==> src/sv/pps_pkg.sv <==
`timescale 1ns / 1ps

package pps_pkg;

  // Item kinds carried on the func field
  localparam logic [1:0] FUNC_TICK  = 2'd0;
  localparam logic [1:0] FUNC_START = 2'd1;
  localparam logic [1:0] FUNC_REPLY = 2'd2;

  // Configuration register indexes
  localparam logic [2:0] CFG_TIMEOUT_TICKS = 3'd0;
  localparam logic [2:0] CFG_RETRY_MS      = 3'd1;
  localparam logic [2:0] CFG_RTT_SCALE     = 3'd2;
  localparam logic [2:0] CFG_ECHO_IDENT    = 3'd3;
  localparam logic [2:0] CFG_MAX_SERIES    = 3'd4;

  // Configuration reset values
  localparam logic [31:0] TIMEOUT_TICKS_RST = 32'd100000;
  localparam logic [15:0] RETRY_MS_RST      = 16'd1000;
  localparam logic [9:0]  RTT_SCALE_RST     = 10'd15;
  localparam logic [15:0] ECHO_IDENT_RST    = 16'h1337;
  localparam logic [7:0]  MAX_SERIES_RST    = 8'd16;

  // Saturation limits of the round trip statistics
  localparam logic [39:0] RTT_MAX_VAL = 40'hFF_FFFF_FFFF;
  localparam logic [47:0] SUM_MAX_VAL = 48'hFFFF_FFFF_FFFF;

  // Per-item flags and totals that travel down the pipeline
  typedef struct packed {
    logic        send_now;
    logic [15:0] send_seq;
    logic        reply_matched;
    logic        timed_out;
    logic        series_done;
    logic [31:0] probes_sent;
    logic [31:0] replies_seen;
    logic [31:0] timeouts_seen;
  } flags_t;

endpackage

==> src/sv/ping_probe_scheduler_core.sv <==
`timescale 1ns / 1ps

// Channel   Direction  Handshake                  Payload
// in        input      in_valid_i / in_ready_o    func, probe_count, reply_seq,
//                                                 reply_ident, now_ms
// out       output     out_valid_o / out_ready_i  send_now ... rtt_total
// cfg       input      cfg_we_i                   cfg_index_i, cfg_data_i
//
// One transaction per cycle is accepted while stage 0 is not stalled; a result passes stages 0 to 3 in turn.
// Stage 0 registers the input and updates the probe schedule, stage 1 holds
// the elapsed ticks, stage 2 the tick x scale product, stage 3 the result and
// the RTT statistics. Each stage stalls only while the next one is full and
// blocked. Reset (rst_ni low) clears the valids, schedule and statistics and loads the register defaults.

module ping_probe_scheduler_core (
  input  logic        clk_i,
  input  logic        rst_ni,
  // configuration
  input  logic        cfg_we_i,
  input  logic [2:0]  cfg_index_i,
  input  logic [31:0] cfg_data_i,
  // input channel
  input  logic        in_valid_i,
  output logic        in_ready_o,
  input  logic [1:0]  func_i,
  input  logic [7:0]  probe_count_i,
  input  logic [15:0] reply_seq_i,
  input  logic [15:0] reply_ident_i,
  input  logic [31:0] now_ms_i,
  // output channel
  output logic        out_valid_o,
  input  logic        out_ready_i,
  output logic        send_now_o,
  output logic [15:0] send_seq_o,
  output logic        reply_matched_o,
  output logic [39:0] rtt_us_o,
  output logic        timed_out_o,
  output logic        series_done_o,
  output logic [31:0] probes_sent_o,
  output logic [31:0] replies_seen_o,
  output logic [31:0] timeouts_seen_o,
  output logic [39:0] rtt_min_o,
  output logic [39:0] rtt_max_o,
  output logic [47:0] rtt_total_o
);

  // configuration registers
  logic [31:0] timeout_ticks_q;
  logic [15:0] retry_ms_q;
  logic [9:0]  rtt_scale_q;
  logic [15:0] echo_ident_q;
  logic [7:0]  max_series_q;

  // stage valids and readiness
  logic v0_q, v1_q, v2_q, v3_q;
  logic rdy0, rdy1, rdy2, rdy3;

  // stage 0 input register
  logic [1:0]  func_q;
  logic [7:0]  count_q;
  logic [15:0] rseq_q;
  logic [15:0] rid_q;
  logic [31:0] now_q;

  // schedule state
  logic [31:0] tick_count_q, tick_count_d;
  logic [31:0] sent_tick_q, sent_tick_d;
  logic [31:0] next_send_q, next_send_d;
  logic [7:0]  probes_left_q, probes_left_d;
  logic        awaiting_q, awaiting_d;
  logic [15:0] awaited_seq_q, awaited_seq_d;
  logic [15:0] last_seq_q, last_seq_d;
  logic [31:0] sent_total_q, sent_total_d;
  logic [31:0] reply_total_q, reply_total_d;
  logic [31:0] timeout_total_q, timeout_total_d;

  // stage 0 combinational results
  pps_pkg::flags_t flags0;
  logic [31:0] loops0;
  logic [31:0] elapsed;
  logic [31:0] tick_inc;
  logic [31:0] passed;
  logic [31:0] sched_time;
  logic [7:0]  count_min1;
  logic [7:0]  count_clamped;
  logic [15:0] seq_inc;
  logic [15:0] seq_new;
  logic        do_send;

  // later stages
  pps_pkg::flags_t flags1_q, flags2_q, flags3_q;
  logic [31:0] loops1_q;
  logic [41:0] prod2_q;
  logic [39:0] rtt_sat;
  logic [39:0] rtt_q;
  logic [48:0] sum_ext;
  logic [47:0] sum_sat;
  logic [39:0] rtt_min_q, rtt_max_q;
  logic [47:0] rtt_total_q;

  // ready chain: a stage moves when empty or when its successor moves
  assign rdy3       = !v3_q || out_ready_i;
  assign rdy2       = !v2_q || rdy3;
  assign rdy1       = !v1_q || rdy2;
  assign rdy0       = !v0_q || rdy1;
  assign in_ready_o = rdy0;

  // write configuration registers
  always_ff @(posedge clk_i or negedge rst_ni) begin
    if (!rst_ni) begin
      timeout_ticks_q <= pps_pkg::TIMEOUT_TICKS_RST;
      retry_ms_q      <= pps_pkg::RETRY_MS_RST;
      rtt_scale_q     <= pps_pkg::RTT_SCALE_RST;
      echo_ident_q    <= pps_pkg::ECHO_IDENT_RST;
      max_series_q    <= pps_pkg::MAX_SERIES_RST;
    end else if (cfg_we_i) begin
      unique case (cfg_index_i)
        pps_pkg::CFG_TIMEOUT_TICKS: timeout_ticks_q <= cfg_data_i;
        pps_pkg::CFG_RETRY_MS:      retry_ms_q      <= cfg_data_i[15:0];
        pps_pkg::CFG_RTT_SCALE:     rtt_scale_q     <= cfg_data_i[9:0];
        pps_pkg::CFG_ECHO_IDENT:    echo_ident_q    <= cfg_data_i[15:0];
        pps_pkg::CFG_MAX_SERIES:    max_series_q    <= cfg_data_i[7:0];
        default: ;
      endcase
    end
  end

  // capture the input transaction
  always_ff @(posedge clk_i or negedge rst_ni) begin
    if (!rst_ni) begin
      v0_q <= 1'b0;
    end else if (rdy0) begin
      v0_q <= in_valid_i;
    end
  end

  always_ff @(posedge clk_i) begin
    if (rdy0 && in_valid_i) begin
      func_q  <= func_i;
      count_q <= probe_count_i;
      rseq_q  <= reply_seq_i;
      rid_q   <= reply_ident_i;
      now_q   <= now_ms_i;
    end
  end

  // shared arithmetic of the schedule
  assign tick_inc      = tick_count_q + 32'd1;
  assign elapsed       = tick_count_q - sent_tick_q;
  assign passed        = tick_inc - sent_tick_q;
  assign sched_time    = now_q + {16'd0, retry_ms_q};
  assign count_min1    = (count_q == 8'd0) ? 8'd1 : count_q;
  assign count_clamped = (count_min1 > max_series_q) ? max_series_q : count_min1;
  assign seq_inc       = last_seq_q + 16'd1;
  assign seq_new       = (seq_inc == 16'd0) ? 16'd1 : seq_inc;

  // update the schedule for the item in stage 0
  always_comb begin
    tick_count_d    = tick_count_q;
    sent_tick_d     = sent_tick_q;
    next_send_d     = next_send_q;
    probes_left_d   = probes_left_q;
    awaiting_d      = awaiting_q;
    awaited_seq_d   = awaited_seq_q;
    last_seq_d      = last_seq_q;
    sent_total_d    = sent_total_q;
    reply_total_d   = reply_total_q;
    timeout_total_d = timeout_total_q;
    flags0          = '0;
    loops0          = 32'd0;
    do_send         = 1'b0;

    unique case (func_q)
      pps_pkg::FUNC_TICK: begin
        tick_count_d = tick_inc;
        if (awaiting_q && (passed >= timeout_ticks_q)) begin
          awaiting_d         = 1'b0;
          timeout_total_d    = timeout_total_q + 32'd1;
          flags0.timed_out   = 1'b1;
          if (probes_left_q != 8'd0) begin
            next_send_d = sched_time;
          end else begin
            flags0.series_done = 1'b1;
          end
        end
        do_send = !awaiting_d && (probes_left_d != 8'd0) &&
                  ((next_send_d == 32'd0) || (now_q >= next_send_d));
      end
      pps_pkg::FUNC_START: begin
        probes_left_d = count_clamped;
        awaiting_d    = 1'b0;
        next_send_d   = 32'd0;
        do_send       = (count_clamped != 8'd0);
      end
      pps_pkg::FUNC_REPLY: begin
        if ((rid_q == echo_ident_q) && awaiting_q && (rseq_q == awaited_seq_q)) begin
          flags0.reply_matched = 1'b1;
          loops0               = (elapsed == 32'd0) ? 32'd1 : elapsed;
          awaiting_d           = 1'b0;
          reply_total_d        = reply_total_q + 32'd1;
          if (probes_left_q != 8'd0) begin
            next_send_d = sched_time;
          end else begin
            flags0.series_done = 1'b1;
          end
        end
      end
      default: ;
    endcase

    // issue the next probe
    if (do_send) begin
      next_send_d     = 32'd0;
      probes_left_d   = probes_left_d - 8'd1;
      last_seq_d      = seq_new;
      awaited_seq_d   = seq_new;
      sent_tick_d     = tick_count_d;
      awaiting_d      = 1'b1;
      sent_total_d    = sent_total_q + 32'd1;
      flags0.send_now = 1'b1;
      flags0.send_seq = seq_new;
    end

    flags0.probes_sent   = sent_total_d;
    flags0.replies_seen  = reply_total_d;
    flags0.timeouts_seen = timeout_total_d;
  end

  // commit the schedule as the item leaves stage 0
  always_ff @(posedge clk_i or negedge rst_ni) begin
    if (!rst_ni) begin
      tick_count_q    <= 32'd0;
      sent_tick_q     <= 32'd0;
      next_send_q     <= 32'd0;
      probes_left_q   <= 8'd0;
      awaiting_q      <= 1'b0;
      awaited_seq_q   <= 16'd0;
      last_seq_q      <= 16'd0;
      sent_total_q    <= 32'd0;
      reply_total_q   <= 32'd0;
      timeout_total_q <= 32'd0;
    end else if (v0_q && rdy1) begin
      tick_count_q    <= tick_count_d;
      sent_tick_q     <= sent_tick_d;
      next_send_q     <= next_send_d;
      probes_left_q   <= probes_left_d;
      awaiting_q      <= awaiting_d;
      awaited_seq_q   <= awaited_seq_d;
      last_seq_q      <= last_seq_d;
      sent_total_q    <= sent_total_d;
      reply_total_q   <= reply_total_d;
      timeout_total_q <= timeout_total_d;
    end
  end

  // advance stage valids
  always_ff @(posedge clk_i or negedge rst_ni) begin
    if (!rst_ni) begin
      v1_q <= 1'b0;
      v2_q <= 1'b0;
      v3_q <= 1'b0;
    end else begin
      if (rdy1) begin
        v1_q <= v0_q;
      end
      if (rdy2) begin
        v2_q <= v1_q;
      end
      if (rdy3) begin
        v3_q <= v2_q;
      end
    end
  end

  // move payload: elapsed ticks, then the scaled product
  always_ff @(posedge clk_i) begin
    if (v0_q && rdy1) begin
      flags1_q <= flags0;
      loops1_q <= loops0;
    end
    if (v1_q && rdy2) begin
      flags2_q <= flags1_q;
      prod2_q  <= 42'(loops1_q) * 42'(rtt_scale_q);
    end
    if (v2_q && rdy3) begin
      flags3_q <= flags2_q;
      rtt_q    <= flags2_q.reply_matched ? rtt_sat : 40'd0;
    end
  end

  // saturate the round trip time and the running sum
  assign rtt_sat = (prod2_q[41:40] != 2'b00) ? pps_pkg::RTT_MAX_VAL : prod2_q[39:0];
  assign sum_ext = {1'b0, rtt_total_q} + {9'd0, rtt_sat};
  assign sum_sat = (sum_ext[48] || (sum_ext[47:0] > pps_pkg::SUM_MAX_VAL)) ?
                   pps_pkg::SUM_MAX_VAL : sum_ext[47:0];

  // record statistics as a matched reply enters the output stage
  always_ff @(posedge clk_i or negedge rst_ni) begin
    if (!rst_ni) begin
      rtt_min_q   <= 40'd0;
      rtt_max_q   <= 40'd0;
      rtt_total_q <= 48'd0;
    end else if (v2_q && rdy3 && flags2_q.reply_matched) begin
      rtt_total_q <= sum_sat;
      if ((rtt_min_q == 40'd0) || (rtt_sat < rtt_min_q)) begin
        rtt_min_q <= rtt_sat;
      end
      if (rtt_sat > rtt_max_q) begin
        rtt_max_q <= rtt_sat;
      end
    end
  end

  // drive the result
  assign out_valid_o     = v3_q;
  assign send_now_o      = flags3_q.send_now;
  assign send_seq_o      = flags3_q.send_seq;
  assign reply_matched_o = flags3_q.reply_matched;
  assign rtt_us_o        = rtt_q;
  assign timed_out_o     = flags3_q.timed_out;
  assign series_done_o   = flags3_q.series_done;
  assign probes_sent_o   = flags3_q.probes_sent;
  assign replies_seen_o  = flags3_q.replies_seen;
  assign timeouts_seen_o = flags3_q.timeouts_seen;
  assign rtt_min_o       = rtt_min_q;
  assign rtt_max_o       = rtt_max_q;
  assign rtt_total_o     = rtt_total_q;

endmodule
==> config.mk <==
export PLATFORM = sky130hd
export DESIGN_NAME = ping_probe_scheduler_core
export DESIGN_NICKNAME = d
export VERILOG_FILES = /design/src/sv/pps_pkg.sv /design/src/sv/ping_probe_scheduler_core.sv
export SDC_FILE = /design/constraint.sdc
export NUM_CORES = 2
export LEC_CHECK = 0
export BUFFER_PORTS_ARGS = -buffer_cell sky130_fd_sc_hd__buf_2
export CAP_MARGIN = 20
export CORE_MARGIN = 3
export CORE_UTILIZATION = 56
export CTS_CLUSTER_SIZE = 40
export DETAILED_ROUTE_END_ITERATION = 12
export MAX_ROUTING_LAYER = met4
export PLACE_DENSITY_LB_ADDON = 0.08
export REMOVE_ABC_BUFFERS = 1
export SYNTH_ARGS = -nofsm -noshare
export SYNTH_HDL_FRONTEND = slang
export SYNTH_SLANG_ARGS = --single-unit
==> constraint.sdc <==
create_clock -name clk_i -period 8.9 [get_ports clk_i]
set_clock_uncertainty 0.1 [all_clocks]
set_input_delay 0.445 -clock clk_i [delete_from_list [all_inputs] [get_ports clk_i]]
set_output_delay 0.445 -clock clk_i [all_outputs]
set_load 0.01 [all_outputs]
==> impl_metrics.json <==
{
  "status": "finished, violations left",
  "violations": "setup timing",
  "max_freq_mhz": 112.1,
  "grt_pass1_wl_mm": 219.7,
  "finalCriticalPeriod_ns": 8.919,
  "place_congestion": 0.9224,
  "tightest_slew_ns": 1.154,
  "power_uw": 24330,
  "avgSynthCellArea_um2": 10.98,
  "clock_latency_ns": 0.70,
  "fp.dieW_um": 326.9,
  "die_area_mm2": 0.1068,
  "synth_enable_flop_cells": 536,
  "crit_required_ns": 9.35,
  "cpMaxStageDelayCell": "or3_4",
  "path_clk_slew_ns": 0.06,
  "startpoint_type": "flip-flop",
  "grt_max_degree": 141,
  "hold_viol_final": 0,
  "worstPathArrival_ns": 9.37,
  "yosysUniqueCellTypes": 95,
  "async_flop_share_pct": 44.57,
  "end_kind": "flip-flop",
  "dp_worst_setup_slack_ns": -0.2370,
  "grt_usage_pct": 26.65,
  "worst-path-max-fanout": 6,
  "peakVddDrop_uv": 248.5,
  "cts_buffers": 101,
  "path_buf_inv": 5,
  "drc_errors": 0,
  "detail-route-antenna-nets": 0,
  "hold_class": "in2reg",
  "hold_slack_ns": 0.05496,
  "p_leak_uw": 0.02964,
  "antenna_found_initial": 1,
  "synth-seq-cells": 967,
  "stdcell_count": 7270,
  "setup_violations": 1,
  "power_density_mw_per_mm2": 362.2,
  "cp_top_family": "compound AO/OA/AOI/OAI gates",
  "initial_core_util_pct": 56.51,
  "grt_setup_unrepaired": "yes",
  "crit_type": "reg2reg",
  "cts_tree": "built",
  "rows": 117,
  "vias": 40460,
  "routed_via_density": 5.565,
  "cap_violations": 0,
  "syn_inst": 5250,
  "finalNetCount": 6525,
  "grt_pass1_vias": 39790,
  "dp_cells": 6925,
  "routed_wl_mm": 141.2,
  "fin_ws_ns": -0.01931,
  "syn_to_final_growth_pct": 16.51,
  "coreArea_mm2": 0.1020,
  "clockBufferDepth": 3,
  "hpwl_mm": 101.5,
  "period_share_pct": 100.2,
  "die_y_um": 326.9,
  "firstDrtPassIters": 7,
  "synth_flop_cell": "edfxtp_1",
  "cts_root_buf": "clkbuf_16",
  "cts_htree_levels": 3,
  "ys_seq_area_share_pct": 46.68,
  "io_pins": 400,
  "drive_gt1_share_pct": 16.08,
  "syn-cell-area_mm2": 0.05766,
  "cpPeakStageDelay_ns": 0.46,
  "wl_per_cell_um": 19.43,
  "yosysWarnings": 0,
  "relSlewSlack_pct": 22.94,
  "drt_first_iter_violations": 2843,
  "drv_slew": 0,
  "cts_num_sinks": 967,
  "gr-total-overflow": 0,
  "numPortBuffers": 399
}
what timing repair did:
item	in CTS	in global routing
endpoints found under the setup margin	170	170
cloned	0	19
hold buffers	106	0
pin swaps	6	40
buffers inserted	1	27
gates resized for setup	7	95
endpoints found under the hold margin	229	0
registers in the layout, indices dropped and copies added, names as in the netlist, 32 cells and up:
register         flops
timeout_ticks_q     32
rtt_min_o           40
loops1_q            32
probes_sent_o       32
timeout_total_q     32
rtt_max_o           40
rtt_us_o            40
flags1_q           116
rtt_total_o         48
sent_total_q        32
sent_tick_q         32
now_q               32
timeouts_seen_o     32
next_send_q         32
replies_seen_o      32
prod2_q             42
flags2_q           116
tick_count_q        32
reply_total_q       32
cell type report:
cell class                      instances  area (µm²)
Clock buffer                          130        2760
Inverter                              376        1420
Fill cell                            8013       34860
Timing Repair Buffer                  688        4918
Antenna cell                            5       12.51
Clock inverter                         57       705.7
Tap cell                             1368        1712
Sequential cell                       967       26910
Multi-Input combinational cell       3679       28740
tightest hold or removal path, stage by stage:
cell,delay (ns)
buf_2,0.20
nand2_1,0.08
o21ai_0,0.07
cell families (layout without fill, tap and decap cells):
kind of cell               count (synthesis)  in the layout  share of synthesized area, %
DFF                                      967            967                         46.68
muxes                                    114            114                         2.170
AOI/OAI and AO/OA                        859            859                         9.765
other                                      0              5                             0
and+or+nand+nor                         1619           1620                         13.78
buffers and inverters                    605           1251                         4.071
adders and majority gates                598            598                         16.13
xor gates and xnor gates                 488            488                         7.413
power by group:
part | switching [µW] | total, µW | internal (µW)
sequential | 753 | 6760 | 6010
combinational | 7290 | 13200 | 5940
clock | 1810 | 4340 | 2530
total | 9850 | 24300 | 14500
metrics by stage:
stage / area (µm²) / setup TNS [ns] / util, %
floorplan: 56720 / -348.19 / -
global placement: 61660 / -10.73 / 60.43
detailed placement: 61660 / -20.94 / 60.43
CTS: 66230 / 0 / 64.91
global route: 67170 / -43.21 / 65.83
finish: 67180 / -0.01931 / 65.84
routing by layer:
layer / wire [µm] / part of all wire (%) / track usage (%) / vias up
li1: - / - / - / 19360
met1: 62280 / 44 / 36.41 / 19660
met2: 66140 / 47 / 41.94 / 1190
met3: 8010 / 5.7 / 3.677 / 250
met4: 4797 / 3.4 / 7.830 / 0
met5: 0 / 0 / - / -
synthesized netlist by cell type, types with 11 or more instances:
cell | number | area share, %
a21o_1 | 101 | 1.3
xor2_1 | 180 | 2.7
o31ai_1 | 22 | 0.29
fa_1 | 242 | 8.4
or2_2 | 14 | 0.15
inv_1 | 372 | 2.4
o21ai_0 | 246 | 2.1
edfxtp_1 | 536 | 28
o21a_1 | 35 | 0.46
a31oi_1 | 32 | 0.35
ha_1 | 356 | 7.7
nor3_1 | 44 | 0.38
nand2_1 | 611 | 4.0
and3_1 | 84 | 0.91
buf_1 | 28 | 0.18
o211ai_1 | 15 | 0.20
clkbuf_1 | 176 | 1.1
buf_2 | 16 | 0.14
nand3_1 | 93 | 0.81
or3_1 | 58 | 0.63
a211oi_1 | 39 | 0.51
mux2i_1 | 26 | 0.45
dfrtp_1 | 406 | 18
nor4_1 | 37 | 0.40
nand4_1 | 76 | 0.82
a21oi_1 | 164 | 1.4
and2_1 | 200 | 2.2
xnor2_1 | 308 | 4.7
nand2b_1 | 53 | 0.58
o21bai_1 | 24 | 0.31
nor2b_1 | 39 | 0.42
dfstp_2 | 25 | 1.1
mux2_2 | 88 | 1.7
o22a_1 | 62 | 0.94
nor2_1 | 255 | 1.7
and4_1 | 11 | 0.17
cell usage in the layout (no fill, tap or decap), types with 79 or more instances in the layout:
cell           Yosys  layout
nand2_1          611     598
xnor2_1          308     306
nor2_1           255     252
buf_2             16     398
and3_1            84      79
xor2_1           180     180
clkbuf_16          0     116
a21o_1           101     100
a21oi_1          164     161
and2_1           200     197
ha_1             356     355
fa_1             242     242
o21ai_0          246     230
dfrtp_1          406     406
edfxtp_1         536     536
mux2_2            88      88
buf_4              3     139
dlygate4sd3_1      0     106
inv_1            372     371
nand3_1           93      89
worst paths after layout:
path	end	cells after the start	start	slack, ns
max in group asynchronous	next_send_q[29]	4	rst_ni	6.29
min in group asynchronous	rtt_total_o[45]	2	rst_ni	0.29
setup reg to reg	next_send_q[21]	44	tick_count_q[1]	-0.02
setup / recovery	next_send_q[21]	44	tick_count_q[1]	-0.02
hold / removal	max_series_q[4]	3	cfg_data_i[4]	0.05
hold reg to reg	probes_sent_o[26]	0	flags2_q[90]	0.29
Power figures use the tool's default switching activity.
